`src/design/ppurs_pkg.sv`:
```
// Package: request codes, register numbers, address constants and scroll helpers.
`default_nettype none

package ppurs_pkg;

  localparam int ADDR_W = 15;
  localparam int OAM_PTR_W = 8;

  localparam logic [3:0] MODE_READ      = 4'd0;
  localparam logic [3:0] MODE_WRITE     = 4'd1;
  localparam logic [3:0] MODE_DMA_START = 4'd2;
  localparam logic [3:0] MODE_DMA_BYTE  = 4'd3;
  localparam logic [3:0] MODE_INC_X     = 4'd4;
  localparam logic [3:0] MODE_INC_Y     = 4'd5;
  localparam logic [3:0] MODE_COPY_X    = 4'd6;
  localparam logic [3:0] MODE_COPY_Y    = 4'd7;
  localparam logic [3:0] MODE_FRAME     = 4'd8;
  localparam logic [3:0] MODE_VBLANK    = 4'd9;
  localparam logic [3:0] MODE_SPRITE0   = 4'd10;
  localparam logic [3:0] MODE_OVERFLOW  = 4'd11;

  localparam logic [2:0] REG_CONTROL  = 3'd0;
  localparam logic [2:0] REG_MASK     = 3'd1;
  localparam logic [2:0] REG_STATUS   = 3'd2;
  localparam logic [2:0] REG_OAM_ADDR = 3'd3;
  localparam logic [2:0] REG_OAM_DATA = 3'd4;
  localparam logic [2:0] REG_SCROLL   = 3'd5;
  localparam logic [2:0] REG_ADDRESS  = 3'd6;
  localparam logic [2:0] REG_DATA     = 3'd7;

  localparam logic [ADDR_W-1:0] PALETTE_BASE = 15'h3F00;
  localparam logic [ADDR_W-1:0] ROW_STRIDE   = 15'd32;
  localparam logic [ADDR_W-1:0] COL_STRIDE   = 15'd1;

  localparam logic [4:0] ROW_LAST_VISIBLE = 5'd29;
  localparam logic [4:0] ROW_LAST         = 5'd31;
  localparam logic [4:0] COL_LAST         = 5'd31;
  localparam logic [2:0] FINE_Y_LAST      = 3'b111;

  typedef struct packed {
    logic                 en;
    logic [OAM_PTR_W-1:0] addr;
    logic [7:0]           data;
  } oam_wr_t;

  function automatic logic [ADDR_W-1:0] step_x(input logic [ADDR_W-1:0] a);
    logic [ADDR_W-1:0] r;
    if (a[4:0] == COL_LAST) begin
      r = {a[14:11], ~a[10], a[9:5], 5'd0};
    end else begin
      r = {a[14:5], a[4:0] + 5'd1};
    end
    return r;
  endfunction

  function automatic logic [ADDR_W-1:0] step_y(input logic [ADDR_W-1:0] a);
    logic [ADDR_W-1:0] r;
    if (a[14:12] != FINE_Y_LAST) begin
      r = {a[14:12] + 3'd1, a[11:0]};
    end else if (a[9:5] == ROW_LAST_VISIBLE) begin
      r = {3'd0, ~a[11], a[10], 5'd0, a[4:0]};
    end else if (a[9:5] == ROW_LAST) begin
      r = {3'd0, a[11:10], 5'd0, a[4:0]};
    end else begin
      r = {3'd0, a[11:10], a[9:5] + 5'd1, a[4:0]};
    end
    return r;
  endfunction

endpackage

`default_nettype wire

```
`src/design/ppu_register_port_scroll_core.sv`:
```
// Top level: register port, scroll address update and status flags of the picture unit.
//
//   channel   signals                                          direction  timing
//   request   start, busy, mode, reg_index, write_data,        in         start && !busy
//             vram_read_data
//   result    done, read_data, mem_addr, mem_read, mem_write,  out        done, one cycle
//             nmi_pulse, scroll_addr, fine_scroll_x
//
// One request per cycle while busy is low; its result passes the input and result registers.
// The input register and the result register bound one pass of bit-field logic.
// Sprite memory reads come from a registered port kept at the live OAM pointer.
// Reset clears the control, scroll, pointer and flag state, done and the sprite memory view;
// busy is high only during reset and the cycle after. The result side cannot stall.
`default_nettype none

module ppu_register_port_scroll_core
  import ppurs_pkg::*;
#(
  parameter int SPRITE_MEM_BYTES = 256
) (
  input  wire logic              clk,
  input  wire logic              rst,
  input  wire logic              start,
  output logic                   busy,
  input  wire logic [3:0]        mode,
  input  wire logic [2:0]        reg_index,
  input  wire logic [7:0]        write_data,
  input  wire logic [7:0]        vram_read_data,
  output logic                   done,
  output logic [7:0]             read_data,
  output logic [ADDR_W-1:0]      mem_addr,
  output logic                   mem_read,
  output logic                   mem_write,
  output logic                   nmi_pulse,
  output logic [ADDR_W-1:0]      scroll_addr,
  output logic [2:0]             fine_scroll_x
);

  logic init;

  logic       req_valid;
  logic [3:0] req_mode;
  logic [2:0] req_reg;
  logic [7:0] req_wd;
  logic [7:0] req_vd;

  logic [ADDR_W-1:0]    cur_addr, cur_addr_next;
  logic [ADDR_W-1:0]    tmp_addr, tmp_addr_next;
  logic [2:0]           fine_x, fine_x_next;
  logic                 write_toggle, write_toggle_next;
  logic [7:0]           read_buffer, read_buffer_next;
  logic [7:0]           control_reg, control_reg_next;
  logic [7:0]           mask_reg, mask_reg_next;
  logic [OAM_PTR_W-1:0] oam_pointer, oam_pointer_next;
  logic [2:0]           status_flags, status_flags_next;

  logic [7:0]        rdata;
  logic [ADDR_W-1:0] maddr;
  logic              mrd;
  logic              mwr;
  logic              nmi;
  oam_wr_t           oam_wr;
  logic [7:0]        oam_rd_data;

  logic              render_on;
  logic [ADDR_W-1:0] data_adv;

  assign busy = rst || init;

  always_ff @(posedge clk) begin
    if (rst) begin
      init      <= 1'b1;
      req_valid <= 1'b0;
    end else begin
      init      <= 1'b0;
      req_valid <= start && !busy;
    end
  end

  always_ff @(posedge clk) begin
    if (start && !busy) begin
      req_mode <= mode;
      req_reg  <= reg_index;
      req_wd   <= write_data;
      req_vd   <= vram_read_data;
    end
  end

  assign render_on = |mask_reg[4:3];
  assign data_adv  = cur_addr + (control_reg[2] ? ROW_STRIDE : COL_STRIDE);

  always_comb begin
    cur_addr_next     = cur_addr;
    tmp_addr_next     = tmp_addr;
    fine_x_next       = fine_x;
    write_toggle_next = write_toggle;
    read_buffer_next  = read_buffer;
    control_reg_next  = control_reg;
    mask_reg_next     = mask_reg;
    oam_pointer_next  = oam_pointer;
    status_flags_next = status_flags;
    rdata             = 8'd0;
    maddr             = '0;
    mrd               = 1'b0;
    mwr               = 1'b0;
    nmi               = 1'b0;
    oam_wr.en         = 1'b0;
    oam_wr.addr       = oam_pointer;
    oam_wr.data       = req_wd;
    if (req_valid) begin
      unique case (req_mode)
        MODE_READ: begin
          unique case (req_reg)
            REG_STATUS: begin
              rdata                = {status_flags, 5'd0};
              status_flags_next[2] = 1'b0;
              write_toggle_next    = 1'b0;
            end
            REG_OAM_DATA: begin
              rdata = oam_rd_data;
            end
            REG_DATA: begin
              mrd              = 1'b1;
              maddr            = cur_addr;
              read_buffer_next = req_vd;
              rdata            = (cur_addr >= PALETTE_BASE) ? req_vd : read_buffer;
              cur_addr_next    = data_adv;
            end
            default: begin
            end
          endcase
        end
        MODE_WRITE: begin
          unique case (req_reg)
            REG_CONTROL: begin
              control_reg_next     = req_wd;
              tmp_addr_next[11:10] = req_wd[1:0];
            end
            REG_MASK: begin
              mask_reg_next = req_wd;
            end
            REG_OAM_ADDR: begin
              oam_pointer_next = req_wd;
            end
            REG_OAM_DATA: begin
              oam_wr.en        = 1'b1;
              oam_pointer_next = oam_pointer + 8'd1;
            end
            REG_SCROLL: begin
              if (!write_toggle) begin
                fine_x_next        = req_wd[2:0];
                tmp_addr_next[4:0] = req_wd[7:3];
              end else begin
                tmp_addr_next[14:12] = req_wd[2:0];
                tmp_addr_next[9:5]   = req_wd[7:3];
              end
              write_toggle_next = !write_toggle;
            end
            REG_ADDRESS: begin
              if (!write_toggle) begin
                tmp_addr_next[14:8] = {1'b0, req_wd[5:0]};
              end else begin
                tmp_addr_next[7:0] = req_wd;
                cur_addr_next      = {tmp_addr[14:8], req_wd};
              end
              write_toggle_next = !write_toggle;
            end
            REG_DATA: begin
              mwr           = 1'b1;
              maddr         = cur_addr;
              cur_addr_next = data_adv;
            end
            default: begin
            end
          endcase
        end
        MODE_DMA_START: begin
          oam_pointer_next = '0;
        end
        MODE_DMA_BYTE: begin
          oam_wr.en        = 1'b1;
          oam_pointer_next = oam_pointer + 8'd1;
        end
        MODE_INC_X: begin
          if (render_on) begin
            cur_addr_next = step_x(cur_addr);
          end
        end
        MODE_INC_Y: begin
          if (render_on) begin
            cur_addr_next = step_y(cur_addr);
          end
        end
        MODE_COPY_X: begin
          if (render_on) begin
            cur_addr_next[4:0] = tmp_addr[4:0];
            cur_addr_next[10]  = tmp_addr[10];
          end
        end
        MODE_COPY_Y: begin
          if (render_on) begin
            cur_addr_next[9:5]   = tmp_addr[9:5];
            cur_addr_next[14:11] = tmp_addr[14:11];
          end
        end
        MODE_FRAME: begin
          status_flags_next = 3'd0;
        end
        MODE_VBLANK: begin
          status_flags_next[2] = 1'b1;
          nmi                  = control_reg[7];
        end
        MODE_SPRITE0: begin
          if (&mask_reg[4:3]) begin
            status_flags_next[1] = 1'b1;
          end
        end
        MODE_OVERFLOW: begin
          status_flags_next[0] = 1'b1;
        end
        default: begin
        end
      endcase
    end
  end

  ppurs_oam #(
    .DEPTH (SPRITE_MEM_BYTES)
  ) u_oam (
    .clk     (clk),
    .rst     (rst),
    .wr      (oam_wr),
    .rd_addr (oam_pointer_next),
    .rd_data (oam_rd_data)
  );

  always_ff @(posedge clk) begin
    if (rst) begin
      cur_addr     <= '0;
      tmp_addr     <= '0;
      fine_x       <= 3'd0;
      write_toggle <= 1'b0;
      read_buffer  <= 8'd0;
      control_reg  <= 8'd0;
      mask_reg     <= 8'd0;
      oam_pointer  <= '0;
      status_flags <= 3'd0;
      done         <= 1'b0;
    end else begin
      cur_addr     <= cur_addr_next;
      tmp_addr     <= tmp_addr_next;
      fine_x       <= fine_x_next;
      write_toggle <= write_toggle_next;
      read_buffer  <= read_buffer_next;
      control_reg  <= control_reg_next;
      mask_reg     <= mask_reg_next;
      oam_pointer  <= oam_pointer_next;
      status_flags <= status_flags_next;
      done         <= req_valid;
    end
  end

  always_ff @(posedge clk) begin
    if (req_valid) begin
      read_data     <= rdata;
      mem_addr      <= maddr;
      mem_read      <= mrd;
      mem_write     <= mwr;
      nmi_pulse     <= nmi;
      scroll_addr   <= cur_addr_next;
      fine_scroll_x <= fine_x_next;
    end
  end

  a_done_follows_req: assert property (@(posedge clk) disable iff (rst)
    done |-> $past(req_valid))
    else $error("result strobe without a request in flight");

  a_one_access: assert property (@(posedge clk) disable iff (rst)
    done |-> !(mem_read && mem_write))
    else $error("read and write of video memory in one request");

  a_addr_idle: assert property (@(posedge clk) disable iff (rst)
    (done && !mem_read && !mem_write) |-> (mem_addr == '0))
    else $error("memory address reported without an access");

  a_nmi_vblank: assert property (@(posedge clk) disable iff (rst)
    (done && nmi_pulse) |-> status_flags[2])
    else $error("nmi pulse without vblank flag set");

  a_scroll_state: assert property (@(posedge clk) disable iff (rst)
    done |-> (scroll_addr == cur_addr && fine_scroll_x == fine_x))
    else $error("reported scroll address differs from held state");

endmodule

`default_nettype wire

```
`src/design/ppurs_oam.sv`:
```
// Sprite attribute memory: one write port, one registered read port, reset-cleared view.
`default_nettype none

module ppurs_oam
  import ppurs_pkg::*;
#(
  parameter int DEPTH = 256
) (
  input  wire logic                 clk,
  input  wire logic                 rst,
  input  wire oam_wr_t              wr,
  input  wire logic [OAM_PTR_W-1:0] rd_addr,
  output logic [7:0]                rd_data
);

  localparam int AW = $clog2(DEPTH);

  logic [7:0]       mem [DEPTH];
  logic [DEPTH-1:0] valid;
  logic [7:0]       rd_raw;
  logic             rd_valid;
  logic [AW-1:0]    wa;
  logic [AW-1:0]    ra;
  logic             fwd;

  assign wa  = wr.addr[AW-1:0];
  assign ra  = rd_addr[AW-1:0];
  assign fwd = wr.en && (wa == ra);

  always_ff @(posedge clk) begin
    if (wr.en) begin
      mem[wa] <= wr.data;
    end
    rd_raw <= fwd ? wr.data : mem[ra];
  end

  always_ff @(posedge clk) begin
    if (rst) begin
      valid    <= '0;
      rd_valid <= 1'b0;
    end else begin
      if (wr.en) begin
        valid[wa] <= 1'b1;
      end
      rd_valid <= valid[ra] || fwd;
    end
  end

  assign rd_data = rd_valid ? rd_raw : 8'd0;

endmodule

`default_nettype wire
```
`config.mk`:
```
export PLATFORM = sky130hd
export DESIGN_NAME = ppu_register_port_scroll_core
export DESIGN_NICKNAME = d
export VERILOG_FILES = /design/src/design/ppurs_pkg.sv /design/src/design/ppu_register_port_scroll_core.sv /design/src/design/ppurs_oam.sv
export SDC_FILE = /design/constraint.sdc
export NUM_CORES = 2
export LEC_CHECK = 0
export BUFFER_PORTS_ARGS = -buffer_cell sky130_fd_sc_hd__buf_4
export CORE_UTILIZATION = 56
export DETAILED_ROUTE_END_ITERATION = 10
export GPL_TIMING_DRIVEN = 0
export PLACE_DENSITY = 0.77
export SYNTH_ARGS = -nofsm -noshare
export SYNTH_HDL_FRONTEND = slang
export SYNTH_HIERARCHICAL = 1
export SYNTH_SLANG_ARGS = --single-unit
```
`constraint.sdc`:
```
create_clock -name clk -period 6.9 [get_ports clk]
set_input_delay 1.035 -clock clk [delete_from_list [all_inputs] [get_ports clk]]
set_output_delay 1.035 -clock clk [all_outputs]
set_load 0.01 [all_outputs]
```
## Yosys cells after proc, flatten, opt, wreduce, memory -nomap -nowiden

Memory sizes are Yosys's and may differ from the RTL's. A register that Yosys moved wholly into a read port is not among the register bits.
Cells that the tools add are included.

| storage, ports and cells | value |
|---|---|
| bits in registers | 393 |
| RAM bits | 2048 |
| input port bits | 26 |
| output and inout bits | 46 |
| word-level logic and storage cells | 159 |
| memories | 1 |

| operators by class | value |
|---|---|
| add/sub/neg operators | 5 |
| $lt $le $gt $ge | 4 |
| equal/unequal tests | 30 |
| mux-type cells | 55 |
| bitwise gates (word level) | 3 |
| reduce and logical (&&, ||, !) cells | 31 |

Memories:

| memory | depth | width | read ports | clocked after memory_dff | write ports | line | text |
|---|---|---|---|---|---|---|---|
| u_oam.mem | 256 | 8 | 1 | 1 | 1 | ppurs_oam.sv:18 | `logic [7:0] mem [DEPTH];` |

Operator list:

| kind | count |
|---|---|
| $or 256x256->256 | 1 |
| $mux 15 | 5 |
| $pmux 5 s5 | 2 |
| $pmux 8 s3 | 2 |
| $mux 8 | 4 |
| $pmux 15 s2 | 1 |
| $mux 11 | 2 |
| $mux 5 | 4 |
| $pmux 10 s2 | 1 |
| $pmux 4 s5 | 1 |
| $lt 8x9->1 const B | 2 |
| $eq 4x3->1 const B | 4 |
| $eq 4x4->1 const B | 4 |
| $pmux 8 s2 | 1 |
| $add 15x6->15 | 1 |
| $eq 5x5->1 const B | 3 |
| $ge 15x14->1 const B | 1 |
| $mux 3 | 5 |
| $reduce_and 3->1 | 5 |
| $reduce_and 5->1 | 3 |
| $eq 3x3->1 const B | 4 |
| $mux 1 | 12 |
| $mux 12 | 1 |
| $ne 2x2->1 const B | 6 |
| 33 further kinds | 53 |

## Depth between registers and ports, before layout

| depth | value |
|---|---|
| depth in word-level cells | 7 |
| mapped depth | 17 |
| mapped depth without buffers | 14 |

## Cells and area by module

Netlist, hierarchy kept.

Modules (own cells, without submodules):

| module | instances | cells each | area each (µm²) | seq. area each (µm²) |
|---|---|---|---|---|
| ppurs_oam | 1 | 4580 | 88670.0 | 66804.1 |
| ppu_register_port_scroll_core | 1 | 731 | 6862.8 | 3213.1 |

## Least setup slack after synthesis

OpenSTA, ideal clock, no wires.

| timing path | value |
|---|---|
| kind | flip-flop to flip-flop |
| start point | register req_wd[0] |
| end point | register u_oam.rd_valid |
| setup time | 0.123 ns |
| arrival time | 6.060 ns |
| data required time | 6.777 ns |
| setup slack | 0.717 ns |
| stages on the path, launching flop included | 13 |
| buffers on the path | 3 |
| period minus slack after synthesis | 6.183 ns |
| path through | edfxtp_1 a22oi_1 nor2b_1 o22ai_1 buf_2 buf_4 buf_4 mux4_2 mux2_2 a31oi_1 nand3_1 a21oi_1 nand3_1 |

| between the ends | value |
|---|---|
| word-level cells in the longest chain between the ends | 6 |
| elaborated cells between the ends (all ways) | 8 |
| those cells by class | eq/ne: 1; mux: 5; reduce/logical: 2 |

RTL lines:

| element | line | text |
|---|---|---|
| start: declaration | ppu_register_port_scroll_core.sv:44 | `logic [7:0] req_wd;` |
| start signal: assignment | ppu_register_port_scroll_core.sv:84 | `req_wd <= write_data;` |
| $pmux 8 s2 (*) | ppu_register_port_scroll_core.sv:134 | `unique case (req_reg)` |
| $pmux 8 s3 (*) | ppu_register_port_scroll_core.sv:111 | `unique case (req_mode)` |
| $mux 8 (*) | ppu_register_port_scroll_core.sv:110 | `if (req_valid) begin` |
| named net oam_pointer_next[0] | ppu_register_port_scroll_core.sv:54 | `logic [OAM_PTR_W-1:0] oam_pointer, oam_pointer_next;` |
| $bmux 1 s8 / $eq 8x8->1 (equally long branches) | ppurs_oam.sv:45, ppurs_oam.sv:28 |  |
| $mux 1 (not written as such) / $logic_and 1x1->1 (equally long branches) | ppurs_oam.sv:45, ppurs_oam.sv:28 |  |
| $logic_or 1x1->1 (*) | ppurs_oam.sv:45 | `rd_valid <= valid[ra] \|\| fwd;` |
| end signal: assignment | ppurs_oam.sv:45 |  |
| end: declaration | ppurs_oam.sv:21 | `logic rd_valid;` |

Mark *: on every way through the listed nets, which the timed path passes. The rest lies on a longest branch. The select of a mux whose other input is x is not followed.
A chain may end at the register's enable or synchronous reset.

## Final worst setup path

| timing path | value |
|---|---|
| start point | register req_mode[2] |
| end point | register u_oam.rd_valid |

| between the ends | value |
|---|---|
| word-level cells in the longest chain between the ends | 6 |
| elaborated cells between the ends (all ways) | 12 |
| those cells by class | eq/ne: 4; mux: 6; reduce/logical: 2 |

RTL lines:

| element | line | text |
|---|---|---|
| start: declaration | ppu_register_port_scroll_core.sv:42 | `logic [3:0] req_mode;` |
| start signal: assignment | ppu_register_port_scroll_core.sv:82 | `req_mode <= mode;` |
| $eq 4x2->1 / $eq 4x1->1 (equally long branches) | ppu_register_port_scroll_core.sv:111 |  |
| $pmux 8 s3 (*) | ppu_register_port_scroll_core.sv:111 |  |
| $mux 8 (*) | ppu_register_port_scroll_core.sv:110 |  |
| named net oam_pointer_next[1] | ppu_register_port_scroll_core.sv:54 |  |
| $bmux 1 s8 / $eq 8x8->1 (equally long branches) | ppurs_oam.sv:45, ppurs_oam.sv:28 |  |
| $mux 1 (not written as such) / $logic_and 1x1->1 (equally long branches) | ppurs_oam.sv:45, ppurs_oam.sv:28 |  |
| $logic_or 1x1->1 (*) | ppurs_oam.sv:45 |  |

Marks and branches as above.

==> metrics.yaml <==
clocking:
  cts.sinks: 2440
  cts.repair.resized: 0
  clk_latency_ns: 0.91
  clkTransAtPathRegs_ns: 0.06
  cts_buffers: 228
  root_buffer: "clkbuf_16"
  cts_buffer_depth: 3
  postCtsSetupBuffers: 0
  cts_tree: "done"
  cts_hold_buf: 0
  h-tree-depth: 4
sta:
  setup_violations: 0
  rsz0062_at_grt: "no"
  slew_headroom: -0.0902
  skew_ns: 0.0625
  max_freq_mhz: 151
  worst_pin_slew_ns: 1.64
  finalCritPeriodShare: 0.958
  layout_setup_ws_ns: 0.291
  fin_crit_ns: 6.61
  drv_slew: 84
  finalHoldViolCount: 0
power:
  swShare: 0.202
  peakVddDrop_mv: 0.229
  power_frac_comb: 0.011
  p_seq_frac: 0.553
  power.internal_uw: 23000
  p_total_uw: 28800
  power_density_nw_per_um2: 265
  leakagePower_uw: 0.0337
  clkPwrFrac: 0.435
  p_sw_uw: 5810
layout:
  largest_reg_flops: 2048
  syn2layout_area_growth_pct: 13.7
  drive_gt1_frac: 0.212
  top_regs: "u_oam/mem: 2048 flops, u_oam/valid: 256 flops"
  antenna_cells: 0
  mostFrequentLayoutCells: "edfxtp_1, nor2_1, mux4_2, dfxtp_1, clkbuf_1"
  post-route-util: 0.641
  nets: 5735
  regMostFlops: "u_oam/mem"
  mostFrequentLayoutCell: "edfxtp_1"
worst_setup_path:
  crit_top_cell: "buf_2"
  cp_data_required_time_ns: 7.62
  path_cells: "buf_2 > nor4b_2 > nand2_1 > o21ai_1 > nand2_1 > o21ai_0 > buf_2 > buf_2 > buf_1 > mux4_2 > mux2i_1 > nor3b_1 > a31oi_1 > nand3_1 > a21oi_1 > nand3_1"
  cpPeakStageDelay_ns: 1.08
  critical_path_class: "flip-flop to flip-flop"
  cp.arrival_ns: 7.33
  cp_slowest_cell: "buf_1"
  cp_max_fo: 10
  endpoint_kind: "flip-flop"
  start_kind: "flip-flop"
grt:
  grt_pass1_vias: 54800
  antenna_found_initial: 9
  track_usage: 0.335
  grt_pass1_wl_um: 403000
  grt-ovfl-total: 0
  grt_max_degree: 43
flow_run:
  drv_cap: 11
floorplanning:
  die_w_um: 415
  ioPinCount: 72
  rows: 151
  die_y_um: 415
  start_util: 0.564
  die_area_um2: 172000
  coreArea_um2: 169000
drt:
  wl_um: 290000
  vias: 56500
  drtIter0Drc: 9795
  wl_per_cell_um: 35.7
  postRouteAntennaNets: 0
  viasPerCell: 6.95
  drc: 0
  drt_first_pass_iters: 8
yosys:
  syn_area_per_cell_um2: 18.0
  synth_area_leaders: "edfxtp_1, mux4_2, dfxtp_1"
  synth_edf_count: 2115
  syn-cell-area_um2: 95500
  async_flop_share: 0
  yosysSeqAreaShare: 0.733
  synth_ff_type: "edfxtp_1"
  synth_nets: 5350
  synth.yosys.warnings: 6
  synth.distinct_cells: 85
  ys_ff_latch: 2440
  synthCells: 5311
  netlist.area_leader.share: 0.665
  synth_top_area_cell: "edfxtp_1"
place:
  place.gp.congestion: 1.02
  dp_hpwl_um: 196000
  dp_slack_ns: 0.940
  portBuffers: 71
run_status:
  violations: "capacitance limit, slew limit"
  status: "finished with violations"
min_path:
  hp-class: "input pin to flip-flop"
[Yosys cell counts, drive strengths merged (67+ instances only)]
cell / count
mux2i: 142
clkbuf: 181
mux4: 562
edfxtp: 2115
nand3: 81
o21ai: 67
a21oi: 73
a22oi: 82
nor2: 847
nand2: 115
dfxtp: 325
buf: 144
[cell type report]
type,instances,area [um^2]
repair buffers,155,2700
multi-input cells,2524,23800
clock inverters,102,1010
well taps,2218,2780
plain buffers,325,1650
inverters,22,82.6
clock buffers,332,6560
fillers,11000,60900
flip-flops and latches,2440,70000
[stage by stage]
step	hold slack [ns]	TNS (ns)	cell area [um^2]	instances
3_3_place_gp	0.443	-1340.56	98800	7600
6_report	0.296	0	109000	8118
3_5_place_dp	0.454	0	101000	7682
4_1_cts	0.257	0	109000	8116
5_1_grt	0.268	0	109000	8118
2_1_floorplan	0.426	0	95500	5311
[power by group through the flow]
stage	clock, uW	sequential (uW)	combinational (uW)
final	12500	15900	329
after global routing	13100	15900	338
after CTS	12600	15900	320
after detailed placement	0	16200	318
after global placement	0	16400	146
after floorplan	0	16300	76.0
[logic make-up (layout without fill, tap and decap cells)]
family,Yosys count,count (layout),share of synthesized area
buf+inv,347,936,0.0182
compound gates,521,521,0.0395
simple gates,1259,1259,0.0575
xor+xnor,16,16,0.00147
fa+ha+maj,13,13,0.00170
mux,715,715,0.149
flops,2440,2440,0.733
[layer usage]
layer	part of all wire	vias to the layer above	GRT usage
met5	0.00036	-	0
met4	0.062	8	0.173
met3	0.14	923	0.103
met2	0.45	4703	0.503
met1	0.35	28800	0.443
li1	-	22000	-
[final timing paths]
path	start	to	slack [ns]	depth (start not counted)
worst min register to register	u_oam/valid[186]	u_oam/valid[186]	0.47	2
worst max register to register	req_mode[2]	u_oam/rd_valid	0.29	16
worst max-delay path	req_mode[2]	u_oam/rd_valid	0.29	16
worst min-delay path	vram_read_data[1]	req_vd[1]	0.30	1
[worst max-delay path, delay by kind of cell (launching register included)]
family,cells,cell delay [ns]
AOI/OAI and AO/OA,4,1.45
buffers and inverters,4,2.43
DFF,1,0.57
muxes,2,0.68
and+or+nand+nor,6,1.30
Power figures use the tool's default switching activity.
